### src/hw/rtl/fupd_pkg.sv
// Shared types, constants and character helpers for the file URI decoder.
`timescale 1ns / 1ps
package fupd_pkg;

  localparam int SCHEME_LEN = 7;   // "file://"
  localparam int HOST_LEN   = 9;   // "localhost"
  localparam int AUTH_SAT   = 10;  // authority length saturates here
  localparam int QDEPTH     = 2;
  localparam int QPTR_W     = $clog2(QDEPTH);
  localparam int QCNT_W     = $clog2(QDEPTH + 1);

  localparam logic [15:0] CAP_RESET = 16'd4096;
  localparam logic [7:0]  CH_SLASH  = 8'h2F;
  localparam logic [7:0]  CH_PCT    = 8'h25;

  // What the back end has to do with one word
  typedef enum logic [1:0] {
    TK_NONE,   // nothing but the end-of-URI report
    TK_LIT,    // literal path byte: capacity check, then emit
    TK_PCT,    // start of escape: capacity check only
    TK_ESC     // decoded escape byte: emit without check
  } tok_kind_t;

  typedef struct packed {
    tok_kind_t   kind;
    logic [7:0]  value;
    logic        last;
    logic        front_ok;  // front parser ends in the path phase
  } tok_t;

  typedef struct packed {
    logic full;
    logic empty;
  } q_stat_t;

  typedef struct packed {
    logic [7:0] path_byte;
    logic       byte_valid;
    logic       done_res;
    logic       ok;
  } out_word_t;

  function automatic logic [7:0] to_lower(input logic [7:0] c);
    logic [7:0] r;
    r = c;
    if (c inside {[8'h41:8'h5A]}) r = c + 8'h20;
    return r;
  endfunction

  function automatic logic [7:0] scheme_char(input logic [2:0] pos);
    logic [7:0] r;
    case (pos)
      3'd0:    r = 8'h66;  // f
      3'd1:    r = 8'h69;  // i
      3'd2:    r = 8'h6C;  // l
      3'd3:    r = 8'h65;  // e
      3'd4:    r = 8'h3A;  // :
      3'd5:    r = 8'h2F;  // /
      3'd6:    r = 8'h2F;  // /
      default: r = 8'h00;
    endcase
    return r;
  endfunction

  function automatic logic [7:0] host_char(input logic [3:0] idx);
    logic [7:0] r;
    case (idx)
      4'd0:    r = 8'h6C;  // l
      4'd1:    r = 8'h6F;  // o
      4'd2:    r = 8'h63;  // c
      4'd3:    r = 8'h61;  // a
      4'd4:    r = 8'h6C;  // l
      4'd5:    r = 8'h68;  // h
      4'd6:    r = 8'h6F;  // o
      4'd7:    r = 8'h73;  // s
      4'd8:    r = 8'h74;  // t
      default: r = 8'h00;
    endcase
    return r;
  endfunction

  // {valid, nibble}
  function automatic logic [4:0] hex_decode(input logic [7:0] c);
    logic [4:0] r;
    r = 5'd0;
    if (c inside {[8'h30:8'h39]})      r = {1'b1, 4'(c - 8'h30)};
    else if (c inside {[8'h61:8'h66]}) r = {1'b1, 4'(c - 8'h57)};
    else if (c inside {[8'h41:8'h46]}) r = {1'b1, 4'(c - 8'h37)};
    return r;
  endfunction

endpackage

### src/hw/rtl/fupd_if.sv
// Valid/ready channel interfaces for URI input and decoded output.
`timescale 1ns / 1ps
interface fupd_in_if;
  logic       valid;
  logic       ready;
  logic [7:0] uri_byte;
  logic       last_byte;

  modport source (output valid, uri_byte, last_byte, input ready);
  modport sink   (input valid, uri_byte, last_byte, output ready);
endinterface

interface fupd_out_if;
  logic       valid;
  logic       ready;
  logic [7:0] path_byte;
  logic       byte_valid;
  logic       done_res;
  logic       ok;

  modport source (output valid, path_byte, byte_valid, done_res, ok, input ready);
  modport sink   (input valid, path_byte, byte_valid, done_res, ok, output ready);
endinterface

### src/hw/rtl/fupd_front.sv
// Front end: prefix, authority and escape parsing, one byte per cycle in which take is high.
`timescale 1ns / 1ps
module fupd_front (
  input  logic         clk,
  input  logic         rst_n,
  input  logic         take,
  input  logic [7:0]   uri_byte,
  input  logic         last_byte,
  output logic         push,
  output fupd_pkg::tok_t tok
);
  import fupd_pkg::*;

  typedef enum logic [2:0] {
    PH_PREFIX, PH_AUTH, PH_PATH, PH_ESC_HI, PH_ESC_LO, PH_FAILED
  } phase_t;

  phase_t      phase_r, phase_nxt;
  logic [2:0]  prefix_pos_r, prefix_pos_nxt;
  logic [3:0]  auth_cnt_r, auth_cnt_nxt;
  logic        auth_mm_r, auth_mm_nxt;
  logic [3:0]  high_nib_r, high_nib_nxt;
  tok_kind_t   kind;
  logic [7:0]  value;
  logic [7:0]  lc;
  logic [4:0]  hx;

  always_comb begin
    lc             = to_lower(uri_byte);
    hx             = hex_decode(uri_byte);
    phase_nxt      = phase_r;
    prefix_pos_nxt = prefix_pos_r;
    auth_cnt_nxt   = auth_cnt_r;
    auth_mm_nxt    = auth_mm_r;
    high_nib_nxt   = high_nib_r;
    kind           = TK_NONE;
    value          = uri_byte;
    case (phase_r)
      PH_PREFIX: begin
        if (lc == scheme_char(prefix_pos_r)) begin
          prefix_pos_nxt = prefix_pos_r + 3'd1;
          if (prefix_pos_r == 3'(SCHEME_LEN - 1)) phase_nxt = PH_AUTH;
        end else begin
          phase_nxt = PH_FAILED;
        end
      end
      PH_AUTH: begin
        if (uri_byte == CH_SLASH) begin
          if (auth_cnt_r == 4'd0 || (auth_cnt_r == 4'(HOST_LEN) && !auth_mm_r)) begin
            kind      = TK_LIT;   // back end may still fail it on capacity
            phase_nxt = PH_PATH;
          end else begin
            phase_nxt = PH_FAILED;
          end
        end else begin
          if (auth_cnt_r >= 4'(HOST_LEN) || lc != host_char(auth_cnt_r))
            auth_mm_nxt = 1'b1;
          if (auth_cnt_r < 4'(AUTH_SAT)) auth_cnt_nxt = auth_cnt_r + 4'd1;
        end
      end
      PH_PATH: begin
        if (uri_byte == CH_PCT) begin
          kind      = TK_PCT;
          phase_nxt = PH_ESC_HI;
        end else begin
          kind = TK_LIT;
        end
      end
      PH_ESC_HI: begin
        if (hx[4]) begin
          high_nib_nxt = hx[3:0];
          phase_nxt    = PH_ESC_LO;
        end else begin
          phase_nxt = PH_FAILED;
        end
      end
      PH_ESC_LO: begin
        // %00 is rejected like a bad digit
        if (!hx[4] || (high_nib_r == 4'd0 && hx[3:0] == 4'd0)) begin
          phase_nxt = PH_FAILED;
        end else begin
          kind      = TK_ESC;
          value     = {high_nib_r, hx[3:0]};
          phase_nxt = PH_PATH;
        end
      end
      default: phase_nxt = PH_FAILED;
    endcase
  end

  assign tok.kind     = kind;
  assign tok.value    = value;
  assign tok.last     = last_byte;
  assign tok.front_ok = (phase_nxt == PH_PATH);
  assign push         = take && (kind != TK_NONE || last_byte);

  always_ff @(posedge clk) begin
    if (!rst_n) begin
      phase_r      <= PH_PREFIX;
      prefix_pos_r <= '0;
      auth_cnt_r   <= '0;
      auth_mm_r    <= 1'b0;
      high_nib_r   <= '0;
    end else if (take) begin
      if (last_byte) begin
        phase_r      <= PH_PREFIX;
        prefix_pos_r <= '0;
        auth_cnt_r   <= '0;
        auth_mm_r    <= 1'b0;
        high_nib_r   <= '0;
      end else begin
        phase_r      <= phase_nxt;
        prefix_pos_r <= prefix_pos_nxt;
        auth_cnt_r   <= auth_cnt_nxt;
        auth_mm_r    <= auth_mm_nxt;
        high_nib_r   <= high_nib_nxt;
      end
    end
  end

endmodule

### src/hw/rtl/fupd_queue.sv
// Small word queue between the front parser and the back end.
`timescale 1ns / 1ps
module fupd_queue (
  input  logic              clk,
  input  logic              rst_n,
  input  logic              push,
  input  fupd_pkg::tok_t    push_tok,
  input  logic              pop,
  output fupd_pkg::tok_t    head_tok,
  output fupd_pkg::q_stat_t stat
);
  import fupd_pkg::*;

  tok_t              mem [QDEPTH];
  logic [QPTR_W-1:0] wr_ptr_r, rd_ptr_r;
  logic [QCNT_W-1:0] cnt_r;

  assign head_tok   = mem[rd_ptr_r];
  assign stat.full  = (cnt_r == QCNT_W'(QDEPTH));
  assign stat.empty = (cnt_r == '0);

  always_ff @(posedge clk) begin
    if (push) mem[wr_ptr_r] <= push_tok;
  end

  always_ff @(posedge clk) begin
    if (!rst_n) begin
      wr_ptr_r <= '0;
      rd_ptr_r <= '0;
      cnt_r    <= '0;
    end else begin
      if (push) wr_ptr_r <= (wr_ptr_r == QPTR_W'(QDEPTH - 1)) ? '0 : wr_ptr_r + 1'b1;
      if (pop)  rd_ptr_r <= (rd_ptr_r == QPTR_W'(QDEPTH - 1)) ? '0 : rd_ptr_r + 1'b1;
      if (push && !pop)      cnt_r <= cnt_r + 1'b1;
      else if (pop && !push) cnt_r <= cnt_r - 1'b1;
    end
  end

endmodule

### src/hw/rtl/fupd_back.sv
// Back end: capacity check, output count, sticky failure, output register.
`timescale 1ns / 1ps
module fupd_back (
  input  logic                clk,
  input  logic                rst_n,
  input  logic                cfg_wr_en,
  input  logic [15:0]         cfg_wr_data,
  input  fupd_pkg::tok_t      head_tok,
  input  fupd_pkg::q_stat_t   q_stat,
  output logic                pop,
  input  logic                out_ready,
  output logic                out_valid,
  output fupd_pkg::out_word_t out_word
);
  import fupd_pkg::*;

  logic [15:0] cap_r;
  logic [15:0] count_r, count_nxt;
  logic        failed_r, fail_nxt;
  logic        emit;
  logic        cap_hit;
  logic        out_valid_r;
  out_word_t   out_word_r, word_nxt;

  assign pop     = !q_stat.empty && (!out_valid_r || out_ready);
  assign cap_hit = ({1'b0, count_r} + 17'd1) >= {1'b0, cap_r};

  always_comb begin
    fail_nxt = failed_r;
    emit     = 1'b0;
    if (!failed_r) begin
      case (head_tok.kind)
        TK_LIT: begin
          if (cap_hit) fail_nxt = 1'b1;
          else         emit     = 1'b1;
        end
        TK_PCT:  if (cap_hit) fail_nxt = 1'b1;
        TK_ESC:  emit = 1'b1;
        default: ;
      endcase
    end
    count_nxt           = count_r + {15'd0, emit};
    word_nxt.path_byte  = emit ? head_tok.value : 8'd0;
    word_nxt.byte_valid = emit;
    word_nxt.done_res   = head_tok.last;
    word_nxt.ok         = head_tok.last && head_tok.front_ok && !fail_nxt;
  end

  always_ff @(posedge clk) begin
    if (!rst_n) begin
      cap_r       <= CAP_RESET;
      count_r     <= '0;
      failed_r    <= 1'b0;
      out_valid_r <= 1'b0;
    end else begin
      if (cfg_wr_en) cap_r <= cfg_wr_data;
      if (pop) begin
        count_r  <= head_tok.last ? '0 : count_nxt;
        failed_r <= head_tok.last ? 1'b0 : fail_nxt;
      end
      if (pop && (emit || head_tok.last)) out_valid_r <= 1'b1;
      else if (out_ready)                 out_valid_r <= 1'b0;
    end
  end

  always_ff @(posedge clk) begin
    if (pop && (emit || head_tok.last)) out_word_r <= word_nxt;
  end

  assign out_valid = out_valid_r;
  assign out_word  = out_word_r;

endmodule

### src/hw/rtl/file_uri_percent_decoder.sv
// Top level of the file URI percent decoder: front parser, queue, back end.
//
//   channel   dir  handshake            word
//   in_ch     in   valid/ready          uri_byte[7:0], last_byte
//   out_ch    out  valid/ready          path_byte[7:0], byte_valid, done_res, ok
//   cfg_*     in   cfg_wr_en (no wait)  cfg_wr_data[15:0] = out_capacity
//
// Throughput is one input word per cycle while the queue has room. At the
// earliest, an input word's result reaches out_ch through the queue and
// then the output register: the front parser is combinational, the queue
// captures the accepted word, and the output register loads the queue head.
// in_ch.ready is low only while the two-entry queue is full, so output stalls
// reach the input after the queue and the output register have filled.
// Reset (rst_n low, synchronous) clears all parse state, empties the queue
// and sets out_capacity to 4096.
`timescale 1ns / 1ps
module file_uri_percent_decoder (
  input  logic        clk,
  input  logic        rst_n,
  fupd_in_if.sink     in_ch,
  fupd_out_if.source  out_ch,
  input  logic        cfg_wr_en,
  input  logic [15:0] cfg_wr_data
);
  import fupd_pkg::*;

  logic      take;
  logic      push;
  logic      pop;
  tok_t      push_tok;
  tok_t      head_tok;
  q_stat_t   q_stat;
  out_word_t out_word;
  logic      out_valid;

  // Accept whenever the queue has room; the front parser itself adds no stall.
  assign in_ch.ready = !q_stat.full;
  assign take        = in_ch.valid && in_ch.ready;

  // Front: per-byte parsing of scheme, authority and escapes.
  fupd_front u_front (
    .clk       (clk),
    .rst_n     (rst_n),
    .take      (take),
    .uri_byte  (in_ch.uri_byte),
    .last_byte (in_ch.last_byte),
    .push      (push),
    .tok       (push_tok)
  );

  // Decouples the parser from output backpressure.
  fupd_queue u_queue (
    .clk      (clk),
    .rst_n    (rst_n),
    .push     (push),
    .push_tok (push_tok),
    .pop      (pop),
    .head_tok (head_tok),
    .stat     (q_stat)
  );

  // Back: capacity accounting, sticky failure and the output register.
  fupd_back u_back (
    .clk         (clk),
    .rst_n       (rst_n),
    .cfg_wr_en   (cfg_wr_en),
    .cfg_wr_data (cfg_wr_data),
    .head_tok    (head_tok),
    .q_stat      (q_stat),
    .pop         (pop),
    .out_ready   (out_ch.ready),
    .out_valid   (out_valid),
    .out_word    (out_word)
  );

  assign out_ch.valid      = out_valid;
  assign out_ch.path_byte  = out_word.path_byte;
  assign out_ch.byte_valid = out_word.byte_valid;
  assign out_ch.done_res   = out_word.done_res;
  assign out_ch.ok         = out_word.ok;

  // Every word carries either a byte or the end-of-URI report.
  a_word_has_content: assert property (@(posedge clk) disable iff (!rst_n)
    out_ch.valid |-> (out_ch.byte_valid || out_ch.done_res))
    else $error("output word with neither byte nor done");

  // ok only accompanies done.
  a_ok_needs_done: assert property (@(posedge clk) disable iff (!rst_n)
    (out_ch.valid && out_ch.ok) |-> out_ch.done_res)
    else $error("ok set without done");

  // A word that carries no byte shows a zero byte.
  a_idle_byte_zero: assert property (@(posedge clk) disable iff (!rst_n)
    (out_ch.valid && !out_ch.byte_valid) |-> (out_ch.path_byte == 8'd0))
    else $error("nonzero path_byte without byte_valid");

  // The back end never pops an empty queue and the queue never reports both.
  a_queue_sane: assert property (@(posedge clk) disable iff (!rst_n)
    !(q_stat.full && q_stat.empty) && !(pop && q_stat.empty))
    else $error("queue status inconsistent");

endmodule

### src/flat_wrapper.sv
// flat-port wrapper written by rule: the top's interface ports become plain ports
module file_uri_percent_decoder_flat import fupd_pkg::*;
  (clk, rst_n, cfg_wr_en, cfg_wr_data, in_ch_valid, in_ch_uri_byte, in_ch_last_byte, in_ch_ready, out_ch_valid, out_ch_path_byte, out_ch_byte_valid, out_ch_done_res, out_ch_ok, out_ch_ready);
  fupd_in_if in_ch_i ();
  fupd_out_if out_ch_i ();
  input  logic clk;
  input  logic rst_n;
  input  logic cfg_wr_en;
  input  logic [15:0] cfg_wr_data;
  input wire logic [$bits(in_ch_i.valid)-1:0] in_ch_valid;
  input wire logic [$bits(in_ch_i.uri_byte)-1:0] in_ch_uri_byte;
  input wire logic [$bits(in_ch_i.last_byte)-1:0] in_ch_last_byte;
  output wire logic [$bits(in_ch_i.ready)-1:0] in_ch_ready;
  output wire logic [$bits(out_ch_i.valid)-1:0] out_ch_valid;
  output wire logic [$bits(out_ch_i.path_byte)-1:0] out_ch_path_byte;
  output wire logic [$bits(out_ch_i.byte_valid)-1:0] out_ch_byte_valid;
  output wire logic [$bits(out_ch_i.done_res)-1:0] out_ch_done_res;
  output wire logic [$bits(out_ch_i.ok)-1:0] out_ch_ok;
  input wire logic [$bits(out_ch_i.ready)-1:0] out_ch_ready;
  assign in_ch_i.valid = in_ch_valid;
  assign in_ch_i.uri_byte = in_ch_uri_byte;
  assign in_ch_i.last_byte = in_ch_last_byte;
  assign in_ch_ready = in_ch_i.ready;
  assign out_ch_valid = out_ch_i.valid;
  assign out_ch_path_byte = out_ch_i.path_byte;
  assign out_ch_byte_valid = out_ch_i.byte_valid;
  assign out_ch_done_res = out_ch_i.done_res;
  assign out_ch_ok = out_ch_i.ok;
  assign out_ch_i.ready = out_ch_ready;
  file_uri_percent_decoder u_core (.clk(clk), .rst_n(rst_n), .in_ch(in_ch_i), .out_ch(out_ch_i), .cfg_wr_en(cfg_wr_en), .cfg_wr_data(cfg_wr_data));
endmodule
### config.mk
export PLATFORM = sky130hd
export DESIGN_NAME = file_uri_percent_decoder_flat
export DESIGN_NICKNAME = d
export VERILOG_FILES = /design/src/hw/rtl/fupd_pkg.sv /design/src/hw/rtl/fupd_if.sv /design/src/hw/rtl/fupd_front.sv /design/src/hw/rtl/fupd_queue.sv /design/src/hw/rtl/fupd_back.sv /design/src/hw/rtl/file_uri_percent_decoder.sv /design/src/flat_wrapper.sv
export SDC_FILE = /design/constraint.sdc
export NUM_CORES = 1
export LEC_CHECK = 0
export BUFFER_PORTS_ARGS = -buffer_cell sky130_fd_sc_hd__buf_2
export CORE_ASPECT_RATIO = 1.4
export CORE_MARGIN = 2
export CORE_UTILIZATION = 50
export CTS_CLUSTER_DIAMETER = 50
export DETAILED_ROUTE_END_ITERATION = 10
export PLACE_DENSITY_LB_ADDON = 0.08
export SETUP_SLACK_MARGIN = 0.2
export SLEW_MARGIN = 20
export SYNTH_ARGS = -nofsm -noshare
export SYNTH_HDL_FRONTEND = slang
export SYNTH_SLANG_ARGS = --single-unit
### constraint.sdc
create_clock -name clk -period 12.23 [get_ports clk]
set_input_delay 1.8345 -clock clk [delete_from_list [all_inputs] [get_ports clk]]
set_output_delay 1.8345 -clock clk [all_outputs]
set_load 0.02 [all_outputs]
==> results.tsv, run 1 <==
stage	metric	value	unit
setup_path	r2r_start	u_core.u_back.count_r[4]	
route	dr.pass1.iters	4	
cells_and_area	instances_no_fill	758	
logic_synthesis	synthTopCellsByArea	dfxtp_1 22%, edfxtp_1 19%, ha_1 9.2%	
place	hpwl	9280	um
sta	rsz0062_at_grt	no	
setup_path	slowest_delay	0.82	ns
logic_synthesis	syn-num-nets	652	
cts	htreeDepth	3	
setup_path	critPathCaptureType	register	
pwr	irDropWorstVdd	0.0771	mV
logic_synthesis	avgSynthCellArea	9.34	um2
setup_path	required	12.19	ns
route	wl	12100	um
setup_path	path_buf_inv	2	
global_route	grt_pass1_wl	19700	um
floorplan	num_io_pins	43	
floorplan	core_area	10700	um2
route	dr_total_vias	4198	
logic_synthesis	synth-edff-count	35	
cells_and_area	utilization	56.4	%
pwr	power	0.866	mW
sta	worstMarginPinSlew	0.994	ns
setup_path	worstPathArrival	5.24	ns
place	dpl.cell_count	742	
floorplan	dieArea	11700	um2
logic_synthesis	syn_area	5440	um2
logic_synthesis	synth_most_common_cell	nor2_1	
sta	finalHoldViolCount	0	
logic_synthesis	ys_types	70	
global_route	gr-total-overflow	0	
logic_synthesis	muxShareOfSynthArea	5.80	%
route	drtIter0Drc	142	
floorplan	dieWidth	92.1	um
setup_path	criticalPathCategory	in2reg	
sta	timing.final.crit_period	5.28	ns
cells_and_area	final_nets	682	
logic_synthesis	synth_flop_cell	dfxtp_1	
global_route	antenna_found_initial	0	
cts	ctsLongestPathBuffers	2	
logic_synthesis	synth_seq_area_share	41.4	%
sta	finalCritPeriodShare	43.2	%
route	route.detailed.drc	0	
logic_synthesis	synth_top_family_by_area	simple AND/OR/NAND/NOR gates	
cells_and_area	num_antenna_cells	0	
cells_and_area	fill_cells	972	
route	ant_nets	0	
cts	cts_setup_buffers	0	
global_route	grt_start_max_net_pins	29	
floorplan	num_rows	45	
cts	numCtsBuffers	9	
sta	timing.hold.ws	0.472	ns
logic_synthesis	yosysWarnings	0	
sta	final_max_slew_viol_count	0	
cts	insertion_delay	0.34	ns
route	wire_per_inst	15.9	um
logic_synthesis	synth_common_cells	72 x nor2_1, 60 x dfxtp_1, 41 x inv_1, 40 x ha_1, 39 x nand2_1	
sta	slew_headroom	33.6	%
logic_synthesis	synth_top_area_share	22.1	%
logic_synthesis	async_flop_share	0	%
sta	finClkSkew	0.00549	ns
logic_synthesis	synth_fa_ha_area_share	9.21	%
global_route	grtUsageTotal	21.3	%
hold_path	hp-class	reg2reg	
cells_and_area	area_growth	11.0	%
place	port_buffers	42	
cts	cts_root_buf	clkbuf_16	
logic_synthesis	synth-simple-area-share	18.2	%
sta	max_freq	189	MHz
sta	finalSetupViolations	0	
cts	cts_resized	0	
global_route	grt_pass1_vias	4090	
pwr	power_leakage	2.48	nW
setup_path	cp_cell_sequence	buf_2 > inv_1 > ha_1 > or4b_1 > o21ai_0 > o22ai_2 > and4b_1 > or4_1 > o21a_1 > a21oi_2 > nor2b_1	
cells_and_area	final_layout_size_suffix_gt1_share	12.3	%
cts	cts_sinks	95	
setup_path	critPathLaunch	in_ch_uri_byte[0]	
place	place.gp.congestion	0.898	
route	via_per_inst	5.54	
floorplan	die_y	127	um
floorplan	start_util	50.8	%
setup_path	critPathSlowestCell	nor2b_1	
logic_synthesis	yosys_register_bits	95	
setup_path	cp_top_family	simple AND/OR/NAND/NOR gates	
sta	setup_tns	0	ns
logic_synthesis	synth_compound_area_share	13.7	%
cts	clk_pin_slew	0.07	ns
cts	ctsHoldBuffers	0	
setup_path	critical_path_peak_fanout	12	
logic_synthesis	synth.largest_area_cell	dfxtp_1	
setup_path	cp-start-kind	input pin	
pwr	pwr_density_cell	144	nW/um2
cts	cts_tree	done	
run	maxCapViolCount	0	
hold_path	hp-start	u_core.u_front.auth_mm_r	
logic_synthesis	postSynthCellCount	582	
logic_synthesis	synth_xor_area_share	6.77	%
run_status	status	finished, final reports clean	
==> state kept, by name (all words and copies together) (netlist names), named ones only <==
register                     cells
u_core.u_back.cap_r             16
u_core.u_back.count_r           16
u_core.u_back.failed_r           1
u_core.u_back.out_valid          1
u_core.u_back.out_word          11
u_core.u_front.auth_cnt_r        4
u_core.u_front.auth_mm_r         1
u_core.u_front.high_nib_r        4
u_core.u_front.phase_r           3
u_core.u_front.prefix_pos_r      3
u_core.u_queue.cnt_r             2
u_core.u_queue.mem              24
u_core.u_queue.rd_ptr_r          1
u_core.u_queue.wr_ptr_r          1
==> kinds of logic (layout without fill, tap and decap cells) <==
kind of cell               count (synthesis)  in the layout
DFF                                       95             95
muxes                                     31             31
and+or+nand+nor                          199            199
xor gates and xnor gates                  42             42
buffers and inverters                     68            103
AOI/OAI and AO/OA                        107            107
adders and majority gates                 40             40
==> worst reg2reg max path, stage by stage, from the launching register on <==
cell and delay, ns:
dfxtp_1 0.45, and3_1 0.27, nand3_1 0.24, nor2_1 0.27
nand2_1 0.09, xnor2_1 0.20, ha_1 0.28, nand4_1 0.18
nor4_1 0.11, a211o_1 0.24, a21oi_1 0.22, nand3b_1 0.11
a31o_2 0.22, a21o_1 0.27, inv_1 0.17, ha_1 0.19
nand4_1 0.16, or3_1 0.48, or3_1 0.35, a21oi_1 0.16
==> through the flow <==
stage / setup WS [ns] / instance area, um2
after floorplan: 7.26 / 5440
after detailed placement: 6.63 / 5730
final: 6.95 / 6030
after global routing: 6.67 / 6030
after global placement: 6.69 / 5730
after CTS: 6.99 / 6030
==> power breakdown <==
part	switching [mW]	internal, mW
sequential	0.0233	0.372
clock	0.132	0.145
combinational	0.124	0.0705
total	0.279	0.587
==> layout make-up <==
class                           count  area (um2)  area share (%)
Sequential cell                    95        2250            37.3
Clock buffer                        9         225            3.73
Tap cell                          141         176            2.92
Timing Repair Buffer               42         210            3.48
Multi-Input combinational cell    419        2930            48.5
Inverter                           45         169            2.80
Clock inverter                      7        75.1            1.24
==> final timing paths <==
path	end	slack [ns]	cells after the start
hold / removal	u_core.u_front.auth_mm_r	0.47	2
setup reg to reg	u_core.u_back.count_r[11]	7.51	19
setup / recovery	u_core.u_queue.mem[0][9]	6.95	11
hold reg to reg	u_core.u_front.auth_mm_r	0.47	2
==> layout by cell type, fill, tap and decap left out, types with 24 or more instances in the layout <==
cell / n
dfxtp_1: 60
xor2_1: 24
mux2i_1: 27
buf_2: 42
nand2_1: 39
inv_1: 41
a21oi_1: 24
nor2_1: 72
edfxtp_1: 35
ha_1: 40
==> metal layers <==
metal,track usage (%),part of all wire (%),vias to the layer above,wire (um)
met4,10.8,4.3,0,517
li1,-,-,2117,-
met3,3.71,2.9,30,352
met1,23.2,40,1970,4880
met5,0,0,-,0
met2,39.3,52,81,6310
Power figures use the tool's default switching activity.
==> run 2: changes to the inputs <==
--- a/config.mk
+++ b/config.mk
@@ -5,6 +5,7 @@
 export SDC_FILE = /design/constraint.sdc
 export NUM_CORES = 1
 export LEC_CHECK = 0
+export ABC_AREA = 1
 export BUFFER_PORTS_ARGS = -buffer_cell sky130_fd_sc_hd__buf_2
 export CORE_ASPECT_RATIO = 1.4
 export CORE_MARGIN = 2
==> constraint.sdc (replaced) <==
create_clock -name clk -period 4.9 [get_ports clk]
set_input_delay 0.735 -clock clk [delete_from_list [all_inputs] [get_ports clk]]
set_output_delay 0.735 -clock clk [all_outputs]
set_load 0.02 [all_outputs]
==> run 2 against run 1 <==
  * Synthesized cell count is 30% higher
  * Largest power group unchanged
  * Clock skew increased by 0.0073 ns
  * Worst hold slack barely moved
  * Non-clock buffer count up 1
  * Largest cell class unchanged
  * Routed wire length up 6.3%
  * Core utilization hardly changed
  * Sequential cell count did not move
  * Cell area increased by 5.0%
  * Clock power up 140%
  * Combinational power grew to 3.0 times the previous value
  * Sequential share of layout area shrank 1.8 points
==> results.tsv, run 2 <==
stage	metric	value	unit
logic_synthesis	yosys_register_bits	95	
logic_synthesis	synthTopCellsByArea	dfxtp_1 21%, edfxtp_1 18%, nand2_1 11%	
floorplan	die_y	130	um
floorplan	start_util	50.9	%
place	port_buffers	42	
route	dr.pass1.iters	4	
setup_path	required	5.16	ns
cts	htreeDepth	3	
cells_and_area	top_regs	u_core.u_queue.mem: 24 flops, u_core.u_back.cap_r: 16 flops, u_core.u_back.count_r: 16 flops	
place	place.gp.congestion	0.908	
logic_synthesis	avgSynthCellArea	7.54	um2
route	via_per_inst	5.18	
global_route	antenna_found_initial	0	
pwr	power_frac_comb	25.6	%
cts	cts_sinks	95	
pwr	power.share.switching	34.1	%
cells_and_area	regMostFlops	u_core.u_queue.mem	
cells_and_area	num_antenna_cells	0	
sta	timing.final.crit_period	4.21	ns
sta	final_max_slew_viol_count	0	
route	route.detailed.drc	0	
sta	finalHoldViolCount	0	
route	drtIter0Drc	232	
logic_synthesis	synth_seq_area_share	39.4	%
cts	insertion_delay	0.34	ns
cts	ctsHoldBuffers	0	
logic_synthesis	postSynthCellCount	758	
global_route	gr-total-overflow	0	
setup_path	ff2ff_path_depth	25	
global_route	grt_pass1_vias	4617	
logic_synthesis	ys_types	41	
place	dp_slack	0.479	ns
global_route	grt_pass1_wl	21200	um
setup_path	critical_path_peak_fanout	9	
route	wire_per_inst	13.6	um
logic_synthesis	synth_common_cells	168 x nand2_1, 98 x inv_1, 70 x a21oi_1, 63 x nor2_1, 60 x dfxtp_1	
logic_synthesis	synth_flop_cell	dfxtp_1	
sta	setup_slack	0.694	ns
logic_synthesis	syn-num-nets	828	
route	wl	12800	um
cells_and_area	seq_area	2250	um2
pwr	irDropWorstVdd	0.223	mV
pwr	p_int	1.47	mW
cells_and_area	final_nets	867	
cells_and_area	final_layout_size_suffix_gt1_share	13.8	%
setup_path	cp-start-kind	register	
global_route	grt.met1_usage	26.0	%
cts	cts_tree	done	
floorplan	num_io_pins	43	
pwr	seqPwrFrac	44.8	%
sta	rsz0062_at_grt	no	
cells_and_area	multiInputGateArea	2990	um2
pwr	power_leakage	2.88	nW
floorplan	core_area	11200	um2
sta	slew_headroom	54.4	%
setup_path	worstPathArrival	4.47	ns
hold_path	holdPathStages	2	
route	dr_total_vias	4901	
cts	numCtsBuffers	9	
cts	cts_root_buf	clkbuf_16	
setup_path	critPathCaptureType	register	
cts	cts_setup_buffers	0	
cells_and_area	final_cell_mix	168 x nand2_1, 98 x inv_1, 70 x a21oi_1, 63 x nor2_1, 60 x dfxtp_1	
place	hpwl	10100	um
floorplan	num_rows	46	
global_route	grt_use_met3	3.27	%
cts	cts_resized	0	
route	ant_nets	0	
run_status	status	finished, final reports clean	
floorplan	dieArea	12300	um2
cells_and_area	area_growth	10.8	%
logic_synthesis	synth.largest_area_cell	dfxtp_1	
cts	ctsLongestPathBuffers	2	
global_route	busiest_layer	met2	
sta	worstMarginPinSlew	0.683	ns
setup_path	criticalPathCategory	reg2reg	
global_route	met2_usage	39.6	%
sta	setup_tns	0	ns
cells_and_area	fill_cells	1068	
pwr	p_sw	0.763	mW
sta	finalSetupViolations	0	
sta	finalCritPeriodShare	85.8	%
logic_synthesis	syn_area	5710	um2
cells_and_area	largest_reg_flops	24	
logic_synthesis	async_flop_share	0	%
pwr	p_clk_share	29.6	%
cts	clk_pin_slew	0.07	ns
hold_path	hp-class	reg2reg	
global_route	grtUsageTotal	22.0	%
pwr	pwr_density_cell	353	nW/um2
cells_and_area	utilization	56.4	%
logic_synthesis	synth-edff-count	35	
sta	finClkSkew	0.0128	ns
cells_and_area	layout_commonest_cell	nand2_1	
logic_synthesis	synth_most_common_cell	nand2_1	
run	maxCapViolCount	0	
logic_synthesis	yosysWarnings	0	
floorplan	dieWidth	94.3	um
logic_synthesis	synth_top_area_share	21.0	%
global_route	grt_start_max_net_pins	30	
sta	max_freq	238	MHz
==> run 2: cell types whose count changed after synthesis, moves of 9 or more <==
cell	delta
a21oi_1	+46
inv_1	+57
mux2i_1	-27
nand2_2	+14
nand3_1	+24
xnor2_1	-14
nand2_1	+129
o21ai_0	+31
nor2b_1	-9
nor2_1	-9
==> run 2: logic make-up (layout without fill, tap and decap cells) <==
logic type                 after synthesis  count (layout)  synth area share [%]
AOI/OAI and AO/OA                      140             140                  13.2
xor gates and xnor gates                21              21                  3.22
buffers and inverters                  125             169                  8.63
and+or+nand+nor                        337             337                  26.8
adders and majority gates               40              40                  8.76
DFF                                     95              95                  39.4
==> run 2: power by group through the flow <==
stage / sequential [mW] / combinational (mW) / clock [mW]
after global placement: 1.02 / 0.565 / 0
final: 1.00 / 0.573 / 0.662
after CTS: 1.00 / 0.578 / 0.674
after global routing: 1.01 / 0.651 / 0.712
after detailed placement: 1.02 / 0.575 / 0
after floorplan: 1.08 / 0.350 / 0
==> run 2: layout make-up <==
class                   count  share of cell area, %
clock buffers               9                   3.56
multi-input cells         538                   47.2
inverters                 110                   6.52
flip-flops and latches     95                   35.6
repair buffers             43                   3.44
well taps                 144                   2.85
clock inverters             7                  0.889
==> run 2: critical path, cell delays in order (launching register included) <==
cell and delay (ns):
dfxtp_1 0.42, inv_1 0.12, nor4_4 0.35, nand2_1 0.15, nor2_1 0.18, nand2_1 0.09
xor2_1 0.14, inv_1 0.06, ha_1 0.29, nand2_1 0.06, nor2_1 0.04, a211oi_1 0.26
nor2_1 0.09, nor3_2 0.19, nand4_1 0.10, nand2_1 0.11, nand2_2 0.14, inv_1 0.11
ha_1 0.17, ha_1 0.14, nand2_1 0.08, nor3_1 0.21, inv_1 0.15, nor3b_2 0.24
a21oi_1 0.10, a211oi_1 0.16
==> run 2: final timing paths <==
kind | end | slack, ns | from
max reg2reg | u_core.u_back.count_r[12] | 0.69 | u_core.u_back.count_r[0]
min | u_core.u_back.cap_r[14] | 0.47 | u_core.u_back.cap_r[14]
max | u_core.u_back.count_r[12] | 0.69 | u_core.u_back.count_r[0]
min reg2reg | u_core.u_back.cap_r[14] | 0.47 | u_core.u_back.cap_r[14]
==> run 2: stage by stage <==
step	area, um2	instances	power (mW)	hold WS (ns)
floorplan	5710	758	1.43	0.426
global placement	6030	930	1.58	0.443
detailed placement	6030	930	1.60	0.463
CTS	6310	946	2.26	0.474
global route	6330	946	2.38	0.493
finish	6330	946	2.24	0.473
==> run 2: per-layer routing <==
metal  share of wire, %  vias up
met4                2.5        0
met1                 44     2229
met3                2.8       28
met2                 51       82
li1                   -     2562
met5                  0        -
==> run 3: changes to the inputs <==
==> constraint.sdc (replaced) <==
create_clock -name clk -period 4.89 [get_ports clk]
set_input_delay 0.2445 -clock clk [delete_from_list [all_inputs] [get_ports clk]]
set_output_delay 0.2445 -clock clk [all_outputs]
set_load 0.02 [all_outputs]
==> run 3 against run 2 <==
  * Die area is the same
  * Worst hold slack lost 0.32 ns
  * Routed wire length rose by 0.57%
  * Clock power up 29%
  * Setup slack improved by 0.15 ns
  * Fmax increased by 3.9%
  * Power rose by 8.7%
  * Critical path depth is 1 higher
  * First-iteration DRC count decreased by 0.86%
  * Clock-buffer cell count stayed put
  * Critical path type unchanged
  * Highest routed layer unchanged
==> results.tsv, run 3 (synthesis results as in run 2) <==
stage	metric	value	unit
run_status	status	finished, final reports clean	
setup_path	r2r_end	u_core.u_back.count_r[14]	
cells_and_area	final_layout_size_suffix_gt1_share	13.9	%
sta	worstMarginPinSlew	1.02	ns
hold_path	hold-path-endpoint	u_core.u_back.cap_r[0]	
run	maxCapViolCount	0	
floorplan	core_area	11200	um2
cells_and_area	largest_reg_flops	24	
sta	max_freq	247	MHz
hold_path	hp-class	in2reg	
cts	cts_tree	done	
sta	finalSetupViolations	0	
cells_and_area	regMostFlops	u_core.u_queue.mem	
place	hpwl	10200	um
cells_and_area	layout_commonest_cell	nand2_1	
sta	finalHoldViolCount	0	
global_route	grt_pass1_vias	4705	
sta	setup_tns	0	ns
route	ant_nets	0	
setup_path	critical_path_peak_fanout	9	
floorplan	num_rows	46	
pwr	irDropWorstVdd	0.261	mV
setup_path	r2r_slack	0.84	ns
cts	numCtsBuffers	9	
sta	final_max_slew_viol_count	0	
cts	htreeDepth	3	
sta	finClkSkew	0.0126	ns
global_route	grt_start_max_net_pins	30	
global_route	gr-total-overflow	0	
sta	timing.final.crit_period	4.05	ns
pwr	power	2.43	mW
cts	clk_pin_slew	0.07	ns
sta	rsz0062_at_grt	no	
global_route	grt_pass1_wl	21400	um
cells_and_area	final_cell_mix	168 x nand2_1, 98 x inv_1, 70 x a21oi_1, 63 x nor2_1, 59 x dfxtp_1	
floorplan	dieWidth	94.3	um
pwr	pwr_density_cell	379	nW/um2
route	dr_total_vias	4925	
route	drtIter0Drc	230	
setup_path	required	5.13	ns
cells_and_area	top_regs	u_core.u_queue.mem: 24 flops, u_core.u_back.cap_r: 16 flops, u_core.u_back.count_r: 16 flops	
cells_and_area	utilization	57.1	%
cts	cts_sinks	95	
route	dr.pass1.iters	5	
setup_path	r2r_start	u_core.u_back.count_r[3]	
setup_path	cp-start-kind	register	
cts	cts_root_buf	clkbuf_16	
sta	slew_headroom	31.7	%
route	route.detailed.drc	0	
cts	insertion_delay	0.34	ns
route	wl	12900	um
place	place.gp.congestion	0.913	
sta	timing.hold.ws	0.151	ns
route	wire_per_inst	13.6	um
pwr	power_leakage	2.93	nW
setup_path	critPathCaptureType	register	
route	via_per_inst	5.21	
global_route	grtUsageTotal	22.1	%
sta	finalCritPeriodShare	82.8	%
hold_path	hp-start	cfg_wr_data[0]	
cts	ctsHoldBuffers	0	
floorplan	dieArea	12300	um2
place	port_buffers	42	
floorplan	die_y	130	um
cells_and_area	num_antenna_cells	0	
floorplan	start_util	50.9	%
setup_path	criticalPathCategory	reg2reg	
cts	ctsLongestPathBuffers	2	
cells_and_area	area_growth	12.2	%
setup_path	ff2ff_path_depth	26	
cells_and_area	final_nets	866	
setup_path	worstPathArrival	4.29	ns
hold_path	holdPathStages	3	
global_route	antenna_found_initial	0	
floorplan	num_io_pins	43	
## run 3: layout make-up
type | count | area (um2)
Timing Repair Buffer | 42 | 210
Inverter | 110 | 413
Multi-Input combinational cell | 538 | 2990
Fill cell | 1094 | 4810
Clock buffer | 9 | 225
Tap cell | 144 | 180
Sequential cell | 95 | 2250
Clock inverter | 7 | 143
## run 3: how the worst max path moves through the flow
stage	start	end	slack, ns	depth (start not counted)
final	u_core.u_back.count_r[3]	u_core.u_back.count_r[14]	0.84	26
after global routing	u_core.u_back.count_r[3]	u_core.u_back.count_r[14]	0.26	26
after CTS	u_core.u_back.count_r[0]	u_core.u_back.count_r[12]	0.45	25
after detailed placement	u_core.u_back.count_r[0]	u_core.u_back.count_r[12]	0.50	25
after global placement	u_core.u_back.count_r[0]	u_core.u_back.count_r[12]	0.61	25
after floorplan	u_core.u_back.count_r[0]	u_core.u_back.count_r[12]	1.14	25
## run 3: timing repair
item | CTS | global route
setup buffers | 0 | 0
endpoints found under the hold margin | 0 | 0
endpoints found under the setup margin | 0 | 7
resized for setup | 0 | 4
## run 3: critical path: stages, from the launching register on
cell and delay [ns]:
dfxtp_1 0.35, inv_1 0.13, nor4_4 0.36, nand2_1 0.16
nor2_1 0.17, nand2_1 0.08, xor2_1 0.13, inv_1 0.06
ha_1 0.28, nand2_1 0.07, nor2_1 0.04, a211oi_1 0.20
nor2_1 0.08, nor3_2 0.19, nand4_1 0.10, nand2_1 0.11
nand2_2 0.14, inv_1 0.11, ha_1 0.18, ha_1 0.14
nand2_1 0.07, nor3_1 0.17, inv_1 0.14, nor2_1 0.16
nand2_1 0.09, o21ai_0 0.17, a21oi_1 0.06
## run 3: through the flow
stage          std cells  setup WS, ns  cell area, um2
5_1_grt              945         0.264            6410
3_3_place_gp         929         0.609            6020
4_1_cts              945         0.448            6390
2_1_floorplan        758          1.14            5710
3_5_place_dp         929         0.503            6020
6_report             945         0.842            6410
## run 3: where the power goes
group          total [mW]  switching, mW  internal (mW)  leakage, nW
Sequential           1.00         0.0497          0.955        0.819
Combinational       0.573          0.401          0.172         1.93
Clock               0.853          0.299          0.554        0.177
## run 3: routing by layer
metal | routed length, um | GRT usage [%]
met5 | 0 | 0
met3 | 442 | 3.33
met4 | 242 | 6.31
met2 | 6720 | 41.4
met1 | 5490 | 25.9
